--- src/rtl/stis_pkg.sv ---
// ---------------------------------------------------------------------------
// Sorted table interpolation search: package
// Sizes, beat types, mode codes and sequencer states.
// ---------------------------------------------------------------------------
package stis_pkg;

	localparam int DEPTH  = 1024;
	localparam int IDX_W  = $clog2(DEPTH);
	localparam int SIZE_W = IDX_W + 1;
	localparam int DATA_W = 32;
	localparam int NUM_W  = DATA_W + IDX_W;
	localparam int PTR_W  = IDX_W + 2;
	localparam int CNT_W  = $clog2(IDX_W);

	localparam logic MODE_WRITE  = 1'b0;
	localparam logic MODE_SEARCH = 1'b1;

	typedef struct packed {
		logic                     mode;
		logic [IDX_W-1:0]         entry_index;
		logic signed [DATA_W-1:0] entry_value;
		logic signed [DATA_W-1:0] search_key;
	} cmd_t;

	typedef struct packed {
		logic             found;
		logic [IDX_W-1:0] found_index;
	} res_t;

	typedef enum logic [2:0] {
		ST_IDLE,
		ST_CHECK,
		ST_ENDS,
		ST_MUL,
		ST_DIV,
		ST_PROBE,
		ST_PCMP
	} state_t;

endpackage

--- src/rtl/stis_div.sv ---
// ---------------------------------------------------------------------------
// Sorted table interpolation search: probe divider
// Restoring divider, one quotient bit per cycle; quotient fits the index.
// ---------------------------------------------------------------------------
module stis_div (
	input  logic                        clk,
	input  logic                        arst_n,
	input  logic                        start,
	input  logic [stis_pkg::NUM_W-1:0]  num,
	input  logic [stis_pkg::DATA_W-1:0] den,
	output logic                        done,
	output logic [stis_pkg::IDX_W-1:0]  quo
);

	import stis_pkg::*;

	localparam int DSH_W = DATA_W + IDX_W - 1;

	logic             act_q;
	logic             done_q;
	logic [CNT_W-1:0] cnt_q;
	logic [NUM_W-1:0] rem_q;
	logic [DSH_W-1:0] dsh_q;
	logic [IDX_W-1:0] quo_q;
	logic [NUM_W-1:0] dsh_ext;
	logic             ge;

	assign dsh_ext = {{(NUM_W-DSH_W){1'b0}}, dsh_q};
	assign ge      = rem_q >= dsh_ext;

	always_ff @(posedge clk or negedge arst_n) begin
		if (!arst_n) begin
			act_q  <= 1'b0;
			done_q <= 1'b0;
			cnt_q  <= '0;
		end else begin
			done_q <= 1'b0;
			if (start) begin
				act_q <= 1'b1;
				cnt_q <= '0;
			end else if (act_q) begin
				cnt_q <= cnt_q + CNT_W'(1);
				if (cnt_q == CNT_W'(IDX_W - 1)) begin
					act_q  <= 1'b0;
					done_q <= 1'b1;
				end
			end
		end
	end

	always_ff @(posedge clk) begin
		if (start) begin
			rem_q <= num;
			dsh_q <= {den, {(IDX_W-1){1'b0}}};
		end else if (act_q) begin
			if (ge) begin
				rem_q <= rem_q - dsh_ext;
			end
			dsh_q <= dsh_q >> 1;
			quo_q <= {quo_q[IDX_W-2:0], ge};
		end
	end

	assign done = done_q;
	assign quo  = quo_q;

endmodule

--- config.mk ---
export PLATFORM = sky130hd
export DESIGN_NAME = stis_div
export DESIGN_NICKNAME = d
export VERILOG_FILES = /design/src/rtl/stis_pkg.sv /design/src/rtl/stis_div.sv
export SDC_FILE = /design/constraint.sdc
export NUM_CORES = 1
export LEC_CHECK = 0
export CORE_UTILIZATION = 38
export CTS_BUF_LIST = sky130_fd_sc_hd__clkbuf_16
export CTS_CLUSTER_DIAMETER = 40
export CTS_CLUSTER_SIZE = 14
export DETAILED_ROUTE_END_ITERATION = 8
export DONT_BUFFER_PORTS = 1
export GPL_TIMING_DRIVEN = 0
export PLACE_DENSITY = 0.52
export SLEW_MARGIN = 10
export SYNTH_ARGS = -nofsm -noshare
export SYNTH_HDL_FRONTEND = slang
export SYNTH_SLANG_ARGS = --single-unit
--- constraint.sdc ---
create_clock -name clk -period 15.08 [get_ports clk]
set_clock_uncertainty 0.1 [all_clocks]
set_input_delay 0.754 -clock clk [delete_from_list [all_inputs] [get_ports clk]]
set_output_delay 0.754 -clock clk [all_outputs]
set_load 0.005 [all_outputs]
==> impl_metrics.tcl, run 1 <==
set metrics [dict create \
    dp_slack_ns 11.06 \
    dp.cells 912 \
    h-tree-depth 3 \
    fp.dieW_um 133 \
    syn_inst 689 \
    wl_met2_um 7810 \
    worst_path_max_delay_cell "o221ai_4" \
    synth_seq_cells 99 \
    vias_per_cell 5.47 \
    max_stage_delay_ns 0.52 \
    ys_async_sr_fraction 0.0606 \
    path_buf_inv 3 \
    io_pins 88 \
    pwr-share-comb 0.551 \
    crit_cells 14 \
    maxCapViolations 0 \
    cts_resized 0 \
    avgSynthCellArea_um2 9.52 \
    fin_ws_ns 11.10 \
    wire_per_inst_um 18.6 \
    grt_pass1_wl_um 28000 \
    crit_path_end_kind "flip-flop" \
    synth.distinct_cells 68 \
    period_minus_slack_ns 3.98 \
    clk_pin_slew_worst_paths_ns 0.08 \
    final_common_cell "nand2_1" \
    filler_cell_count 1693 \
    yosys.area.top_type "edfxtp_1" \
    core_um2 16700 \
    crit_family "compound AO/OA/AOI/OAI gates" \
    total_power_mw 1.46 \
    cp_max_fo 18 \
    p_leak_nw 2.91 \
    multi_input_area_um2 3280 \
    final_cell_mix "nand2_1 (108), edfxtp_1 (84), inv_1 (53), a21oi_1 (53), o21ai_0 (50)" \
    cts_root_buf "clkbuf_16" \
    route.vias.total 5078 \
    clk_latency_ns 0.36 \
    place_area_um2 6940 \
    power_switching_share 0.419 \
    final_nets 825 \
    cp.arrival_ns 3.95 \
    postRouteAntennaNets 0 \
    setup_viol 0 \
    final-hold-violation-count 0 \
    start_util 0.393 \
    synth_top_area_frac 0.385 \
    seqPwrFrac 0.290 \
    grt_max_degree 21 \
    numCtsBuffers 9 \
    synthToLayoutAreaGrowth_pct 10.4 \
    startpoint_type "flip-flop" \
    drive_gt1_frac 0.0762 \
    r2r-end "rem_q[2]" \
    cp-startpoint "rem_q[0]" \
    clkPwrFrac 0.160 \
    tritoncts "done" \
    outcome "finished clean" \
    finalWirelength_um 17300 \
    slew_viol_final 0 \
    rsz0062_at_grt "no" \
    crit_end "rem_q[2]" \
    crit_required_ns 15.05 \
    drt-initial-drc-count 386 \
    synth-seq-area-share 0.435 \
    timing.slew.headroom 0.476 \
    synth.area.top_cells "edfxtp_1 (38%), ha_1 (8.2%), nand2_1 (6.2%)" \
    hp-class "reg2reg" \
    num_antenna_cells 0 \
    cts_setup_buffers 0 \
    synth-warning-count 0 \
    drc_errors 0 \
    die_area_um2 17800 \
    io_buffers 0 \
    num_rows 47 \
    finalNonFillerCells 929 \
    grt_antenna_before_repair 0 \
    worstMarginPinSlew_ns 0.783 \
    gp_congestion 0.845 \
    max-vdd-ir-drop_v 0.0000750 \
    p_int_mw 0.851 \
    final.period_utilization 0.264 \
    grt-ovfl-total 0 \
    powerDensity_nw_per_um2 202 \
    ctsHoldBuffers 1 \
    r2r_cells 14 \
    switchingPower_mw 0.614 \
    ff2ff_setup_slack_ns 11.10 \
    die_height_um 133 \
    synth_edf_count 84 \
    grt.total_usage 0.204 \
    synth_flop_cell "edfxtp_1" \
    dp_hpwl_um 13200 \
    dr.pass1.iters 5 \
    syn_nets 810 \
    top_layer_used "met4" \
    wl_met3_um 613 \
    crit_path_cell_trace "inv_1, ha_1, fa_1, nor2b_1, o2111ai_1, a21oi_1, o21ai_0, a31oi_1, o211ai_1, o211ai_1, a31oi_1, o221ai_4, buf_16, buf_16" \
    worstReg2RegStart "rem_q[0]" \
    seq_area_um2 2850 \
    numClockSinks 99 \
    fin_setup_tns_ns 0 \
    postLayoutCellArea_um2 7240 \
    clockBufferDepth 2 \
    met1Wirelength_um 8470 \
    worst-setup-path-type "reg2reg" \
    fmax_ghz 0.251 \
    syn_area_um2 6560 \
    grt_pass1_vias 5225 \
]
[kinds of logic after synthesis]
logic type	synth area share
XOR/XNOR	0.0521
multiplexers	0.0168
flip-flops	0.435
adder cells (fa/ha/maj)	0.0851
buffers and inverters	0.0679
AO/OA/AOI/OAI	0.208
AND/OR/NAND/NOR	0.135
[per-stage QoR]
step	hold WS, ns	util
6_report	0.394	0.433
5_1_grt	0.404	0.433
4_1_cts	0.398	0.433
3_5_place_dp	0.359	0.415
3_3_place_gp	0.359	0.409
2_1_floorplan	0.352	-
[power by group through the flow]
stage,Sequential [mW],Combinational [mW],Clock [mW]
final,0.424,0.807,0.234
after global routing,0.431,0.901,0.252
after CTS,0.425,0.806,0.242
after detailed placement,0.431,0.798,0
after global placement,0.434,0.776,0
after floorplan,0.425,0.625,0
[sequential cells by signal (all words and copies together), names as in the netlist]
| signal | cells |
|---|---|
| rem_q | 42 |
| dsh_q | 41 |
| quo | 10 |
| cnt_q | 4 |
| act_q | 1 |
| done | 1 |
[how the worst min path moves through the flow]
stage / from / end / slack [ns] / cells past startpoint
2_1_floorplan: quo[0] / quo[1] / 0.35 / 0
3_3_place_gp: arst_n / cnt_q[0] / 0.36 / 0
3_5_place_dp: arst_n / cnt_q[0] / 0.36 / 0
4_1_cts: quo[3] / quo[4] / 0.40 / 0
5_1_grt: quo[4] / quo[5] / 0.40 / 0
6_report: quo[3] / quo[4] / 0.39 / 0
[cell usage after synthesis, drive strengths merged, types with 7 or more instances]
library cell and instances:
edfxtp 84, nand4 14, xnor2 24, a21oi 55, a31oi 8, buf 8
clkbuf 22, ha 43, o21ai 62, a21o 13, o31ai 35, inv 53
o21bai 7, nor2 36, mux2i 11, nand2 109, nand3 8, dfxtp 9
a211oi 7, xor2 15
[layout make-up]
class,count,area share
multi-input combinational,501,0.453
tap,220,0.0380
clock buffer,9,0.0311
buffer,34,0.0330
inverter,55,0.0285
sequential,99,0.394
clock inverter,7,0.00916
timing repair buffer,4,0.0128
[routing by layer]
| layer | vias to the layer above | global-route usage |
|---|---|---|
| li1 | 2523 | - |
| met1 | 2427 | 0.282 |
| met2 | 105 | 0.320 |
| met3 | 23 | 0.0297 |
| met4 | 0 | 0.0846 |
| met5 | - | 0 |
(Power assumes the default switching activity.)
==> run 2, diff against run 1 <==
- ABC_AREA: not set -> 1
- PLACE_DENSITY: 0.52 -> 0.54
- clock period: 15.08 -> 3.6 ns (I/O delays scaled with it)
==> run 2 against run 1 <==
Utilization up 2.9 points. Count of clock-buffer cells in the layout unchanged. Die area up 11%. Sequential power rose to 4.2 times the previous value. Cell count up 48%. Via count up 29%. Clock power rose to 4.3 times the previous value. Register-to-register slack worse by 10 ns. First-iteration DRC count down 11%. Largest power group unchanged.
==> impl_metrics.tcl, run 2 <==
set metrics [dict create \
    path_common_cell "nand2_2" \
    rsz0062_at_grt "no" \
    period_minus_slack_ns 2.96 \
    start_util 0.389 \
    worstReg2RegStart "rem_q[9]" \
    final-hold-violation-count 0 \
    synth-warning-count 0 \
    worstMarginPinSlew_ns 0.984 \
    die_height_um 141 \
    grt_max_degree 42 \
    syn_inst 1050 \
    cp_max_fo 23 \
    crit_family "simple AND/OR/NAND/NOR gates" \
    synth.distinct_cells 35 \
    io_pins 88 \
    clockBufferDepth 2 \
    startpoint_type "flip-flop" \
    core_um2 18800 \
    num_antenna_cells 0 \
    clk_pin_slew_worst_paths_ns 0.08 \
    syn_nets 1171 \
    final_cell_mix "nand2_1 (385), inv_1 (192), edfxtp_1 (84), dlygate4sd3_1 (75), nor2_1 (67)" \
    dp.cells 1285 \
    dp_hpwl_um 15600 \
    grt_pass1_vias 6546 \
    hp-class "in2async" \
    numClockSinks 99 \
    yosys.area.top_type "edfxtp_1" \
    synthToLayoutAreaGrowth_pct 18.9 \
    largest_reg_flops 42 \
    gp_congestion 0.885 \
    cp.arrival_ns 2.93 \
    vias_per_cell 4.76 \
    syn_area_um2 7300 \
    outcome "finished clean" \
    grt.total_usage 0.208 \
    max_stage_delay_ns 0.43 \
    fin_util 0.463 \
    grt-ovfl-total 0 \
    crit_required_ns 3.57 \
    r2r_cells 12 \
    worst-setup-path-type "reg2reg" \
    num_rows 50 \
    dr.pass1.iters 8 \
    place_area_um2 7630 \
    netlist_top_cells_count "nand2_1 (386), inv_1 (192), edfxtp_1 (84), nor2_1 (67), nand3_1 (58)" \
    p_leak_nw 4.31 \
    fp.dieW_um 141 \
    worst_path_max_delay_cell "nand2_2" \
    ff2ff_setup_slack_ns 0.64 \
    final_common_cell "nand2_1" \
    fmax_ghz 0.338 \
    clk_latency_ns 0.36 \
    h-tree-depth 3 \
    final_nets 1258 \
    die_area_um2 19800 \
    finalWirelength_um 19700 \
    synth_flop_cell "edfxtp_1" \
    r2r-end "rem_q[20]" \
    setup_viol 0 \
    postLayoutCellArea_um2 8680 \
    crit_path_end_kind "flip-flop" \
    final.period_utilization 0.823 \
    wire_per_inst_um 14.3 \
    postRouteAntennaNets 0 \
    path_buf_inv 1 \
    io_buffers 0 \
    route.vias.total 6545 \
    powerDensity_nw_per_um2 752 \
    timing.slew.headroom 0.344 \
    grt_pass1_wl_um 32000 \
    crit_path_cell_trace "ha_1, nand2_1, nor2_2, nand3_1, nand3_2, nand3_1, nand3_2, nand2_2, nand2_2, nand2_1, nand2_2, buf_16" \
    synth_seq_cells 99 \
    filler_cell_count 1963 \
    numCtsBuffers 9 \
    tritoncts "done" \
    synth_top_area_frac 0.345 \
    finalNonFillerCells 1376 \
    slew_viol_final 0 \
    drt-initial-drc-count 345 \
    regMostFlops "rem_q" \
    synth-seq-area-share 0.391 \
    ys_async_sr_fraction 0.0606 \
    drc_errors 0 \
    cts_setup_buffers 0 \
    synth.most_common_cell "nand2_1" \
    synth.area.top_cells "edfxtp_1 (35%), nand2_1 (20%), inv_1 (9.9%)" \
    maxCapViolations 0 \
    avgSynthCellArea_um2 6.96 \
    synth_edf_count 84 \
    drive_gt1_frac 0.0569 \
    cts_root_buf "clkbuf_16" \
    max-vdd-ir-drop_v 0.000291 \
    hold_ws_ns 0.0182 \
    grt_antenna_before_repair 0 \
]
-- run 2: metal layers --
metal,up-vias,wire [um],GRT usage
met2,125,8900,0.351
met4,0,175,0.0400
met1,2939,9920,0.282
met3,11,731,0.0336
met5,-,0,0
li1,3470,-,-
-- run 2: logic make-up (layout without fill, tap and decap cells) --
logic type	Yosys count	after routing	synth area share
xor gates and xnor gates	11	11	0.0132
AOI/OAI and AO/OA	112	112	0.0809
adders and majority gates	44	44	0.0764
DFF	99	99	0.391
buffers and inverters	214	306	0.111
and+or+nand+nor	570	570	0.328
-- run 2: cell type report --
| cell class | instances | area [um^2] | area share |
|---|---|---|---|
| Clock inverter | 7 | 80.1 | 0.00922 |
| Buffer | 18 | 71.3 | 0.00821 |
| Sequential cell | 99 | 2850 | 0.329 |
| Timing Repair Buffer | 76 | 778 | 0.0896 |
| Multi-Input combinational cell | 737 | 3650 | 0.420 |
| Clock buffer | 9 | 225 | 0.0259 |
| Tap cell | 234 | 293 | 0.0337 |
| Inverter | 196 | 736 | 0.0847 |
-- run 2: metrics by stage --
stage          setup TNS (ns)  total power [mW]  setup slack [ns]
2_1_floorplan               0              4.54             0.685
3_3_place_gp            -8.99              5.44            -0.218
3_5_place_dp                0              5.48             0.639
4_1_cts                     0              6.58             0.606
5_1_grt                     0              7.18             0.417
6_report                    0              6.53             0.638
-- run 2: worst max path at each step --
| stage | slack, ns | startpoint | depth (start not counted) | to |
|---|---|---|---|---|
| global placement | -0.22 | rem_q[13] | 11 | rem_q[20] |
| CTS | 0.61 | dsh_q[9] | 13 | rem_q[20] |
| global route | 0.42 | dsh_q[32] | 13 | rem_q[19] |
| detailed placement | 0.64 | dsh_q[9] | 13 | rem_q[20] |
| floorplan | 0.68 | rem_q[0] | 12 | rem_q[0] |
| finish | 0.64 | rem_q[9] | 12 | rem_q[20] |
-- run 2: power breakdown --
group          leakage [nW]  switching, mW  total (mW)  internal, mW
Sequential             1.04          0.104        1.76          1.65
Clock                 0.146          0.507        1.00         0.496
Combinational          3.12           2.47        3.77          1.30
Total                  4.31           3.08        6.53          3.45
-- run 2: what timing repair did --
action,4_1_cts,5_1_grt
hold endpoints to repair,80,0
setup endpoints to repair,0,0
hold buffers,75,0
resized for setup,0,0
==> run 3, diff against run 2 <==
- clock period: 3.6 -> 2.7 ns (I/O delays scaled with it)
==> run 3 against run 2 <==
Hold slack better by 0.11 ns. Combinational power grew 36%. First-iteration DRC count shrank 16%. Routed wire length up 3.9%. Power is 35% higher. Critical path depth shrank 1. Sequential cell count stayed put. Largest cell class unchanged. Clock power up 34%. Via count up 0.60%. Count of clock-buffer cells in the layout unchanged.
==> impl_metrics.tcl, run 3 (synthesized netlist as in run 2, its figures left out) <==
set metrics [dict create \
    numCtsBuffers 9 \
    clk_latency_ns 0.37 \
    max_stage_delay_ns 0.40 \
    io_buffers 0 \
    regMostFlops "rem_q" \
    drt-initial-drc-count 290 \
    rsz0062_at_grt "no" \
    total_power_mw 8.82 \
    final_cell_mix "nand2_1 (384), inv_1 (192), edfxtp_1 (84), dlygate4sd3_1 (77), nor2_1 (63)" \
    outcome "finished clean" \
    crit_required_ns 2.66 \
    startpoint_type "flip-flop" \
    final_common_cell "nand2_1" \
    largest_reg_flops 42 \
    die_area_um2 19800 \
    postRouteAntennaNets 0 \
    ff2ff_setup_slack_ns 0.14 \
    period_minus_slack_ns 2.56 \
    grt_antenna_before_repair 0 \
    dp_hpwl_um 15500 \
    worstMarginPinSlew_ns 1.00 \
    setup_viol 0 \
    fmax_ghz 0.391 \
    crit_path_end_kind "flip-flop" \
    gp_congestion 0.875 \
    die_height_um 141 \
    hold_path_depth 3 \
    crit_path_cell_trace "ha_1, nand2_1, nor2_4, nand3_1, nand3_2, nand3_1, nand3_2, nand2_2, nand2_2, nand2_4, nand2_8" \
    path_buf_inv 0 \
    slew_viol_final 0 \
    route.vias.total 6584 \
    hp-class "in2reg" \
    worstReg2RegStart "rem_q[6]" \
    powerDensity_nw_per_um2 1010 \
    fp.dieW_um 141 \
    numClockSinks 99 \
    final_nets 1261 \
    cp.arrival_ns 2.52 \
    wire_per_inst_um 14.9 \
    h-tree-depth 3 \
    grt_pass1_wl_um 32900 \
    fin_setup_tns_ns 0 \
    filler_cell_count 1949 \
    cts_root_buf "clkbuf_16" \
    start_util 0.389 \
    tritoncts "done" \
    clk_pin_slew_worst_paths_ns 0.08 \
    cts_setup_buffers 0 \
    num_antenna_cells 0 \
    maxCapViolations 0 \
    grt_max_degree 42 \
    finalWirelength_um 20500 \
    max-vdd-ir-drop_v 0.000394 \
    crit_family "simple AND/OR/NAND/NOR gates" \
    final-hold-violation-count 0 \
    r2r-end "rem_q[2]" \
    grt_pass1_vias 6565 \
    worst_path_max_delay_cell "edfxtp_1" \
    num_rows 50 \
    r2r_cells 11 \
    dp_slack_ns -0.469 \
    clockBufferDepth 2 \
    grt-ovfl-total 0 \
    hold_ws_ns 0.129 \
    grt.total_usage 0.215 \
    drc_errors 0 \
    worst-setup-path-type "reg2reg" \
    core_um2 18800 \
    min_from "start" \
    dr.pass1.iters 5 \
    timing.slew.headroom 0.330 \
    drive_gt1_frac 0.0638 \
    synthToLayoutAreaGrowth_pct 19.8 \
    io_pins 88 \
    cp_max_fo 21 \
    min_to "act_q" \
    final.period_utilization 0.946 \
    fin_ws_ns 0.145 \
    vias_per_cell 4.77 \
    p_leak_nw 4.32 \
]
[run 3: layout make-up]
type / count / area [um^2] / area share
clock buffers: 9 / 225 / 0.0258
plain buffers: 18 / 71.3 / 0.00815
repair buffers: 77 / 771 / 0.0881
multi-input cells: 739 / 3720 / 0.425
flip-flops and latches: 99 / 2850 / 0.326
clock inverters: 7 / 76.3 / 0.00873
inverters: 196 / 736 / 0.0841
well taps: 234 / 293 / 0.0335
[run 3: how the worst max path moves through the flow]
stage                    from         to  slack, ns  cells after the start
floorplan            rem_q[0]   rem_q[0]       0.18                     12
global placement     dsh_q[9]  rem_q[20]      -0.44                     12
detailed placement   rem_q[6]  rem_q[20]      -0.47                     11
CTS                  rem_q[6]   rem_q[8]        0.1                     11
global route        rem_q[32]   rem_q[4]      0.002                     11
finish               rem_q[6]   rem_q[2]       0.14                     11
[run 3: power breakdown]
group	internal, mW	switching [mW]	total, mW
Clock	0.661	0.681	1.34
Sequential	2.20	0.138	2.34
Combinational	1.75	3.39	5.13
Total	4.61	4.21	8.82
[run 3: metal layers]
layer | GRT usage | part of all wire | vias to the layer above
li1 | - | - | 3478
met1 | 0.285 | 0.49 | 2946
met2 | 0.364 | 0.45 | 145
met3 | 0.0397 | 0.047 | 15
met4 | 0.0515 | 0.011 | 0
met5 | 0 | 0 | -
[run 3: worst reg2reg max path, stage by stage (launching register included)]
cell	delay, ns
edfxtp_1	0.40
ha_1	0.36
nand2_1	0.15
nor2_4	0.19
nand3_1	0.13
nand3_2	0.16
nand3_1	0.12
nand3_2	0.11
nand2_2	0.06
nand2_2	0.13
nand2_4	0.15
nand2_8	0.21
[run 3: timing repair]
| item | in CTS | in global routing |
|---|---|---|
| resized for setup | 4 | 8 |
| endpoints found under the hold margin | 80 | 10 |
| endpoints found under the setup margin | 42 | 46 |
| hold buffers | 76 | 1 |
| gates cloned | 1 | 1 |
| pin swaps | 0 | 1 |
[run 3: metrics by stage]
stage	instance area, um^2	utilization	instances
6_report	8750	0.466	1379
5_1_grt	8750	0.466	1379
2_1_floorplan	7310	-	1050
3_5_place_dp	7600	0.405	1284
3_3_place_gp	7600	0.405	1284
4_1_cts	8700	0.463	1377
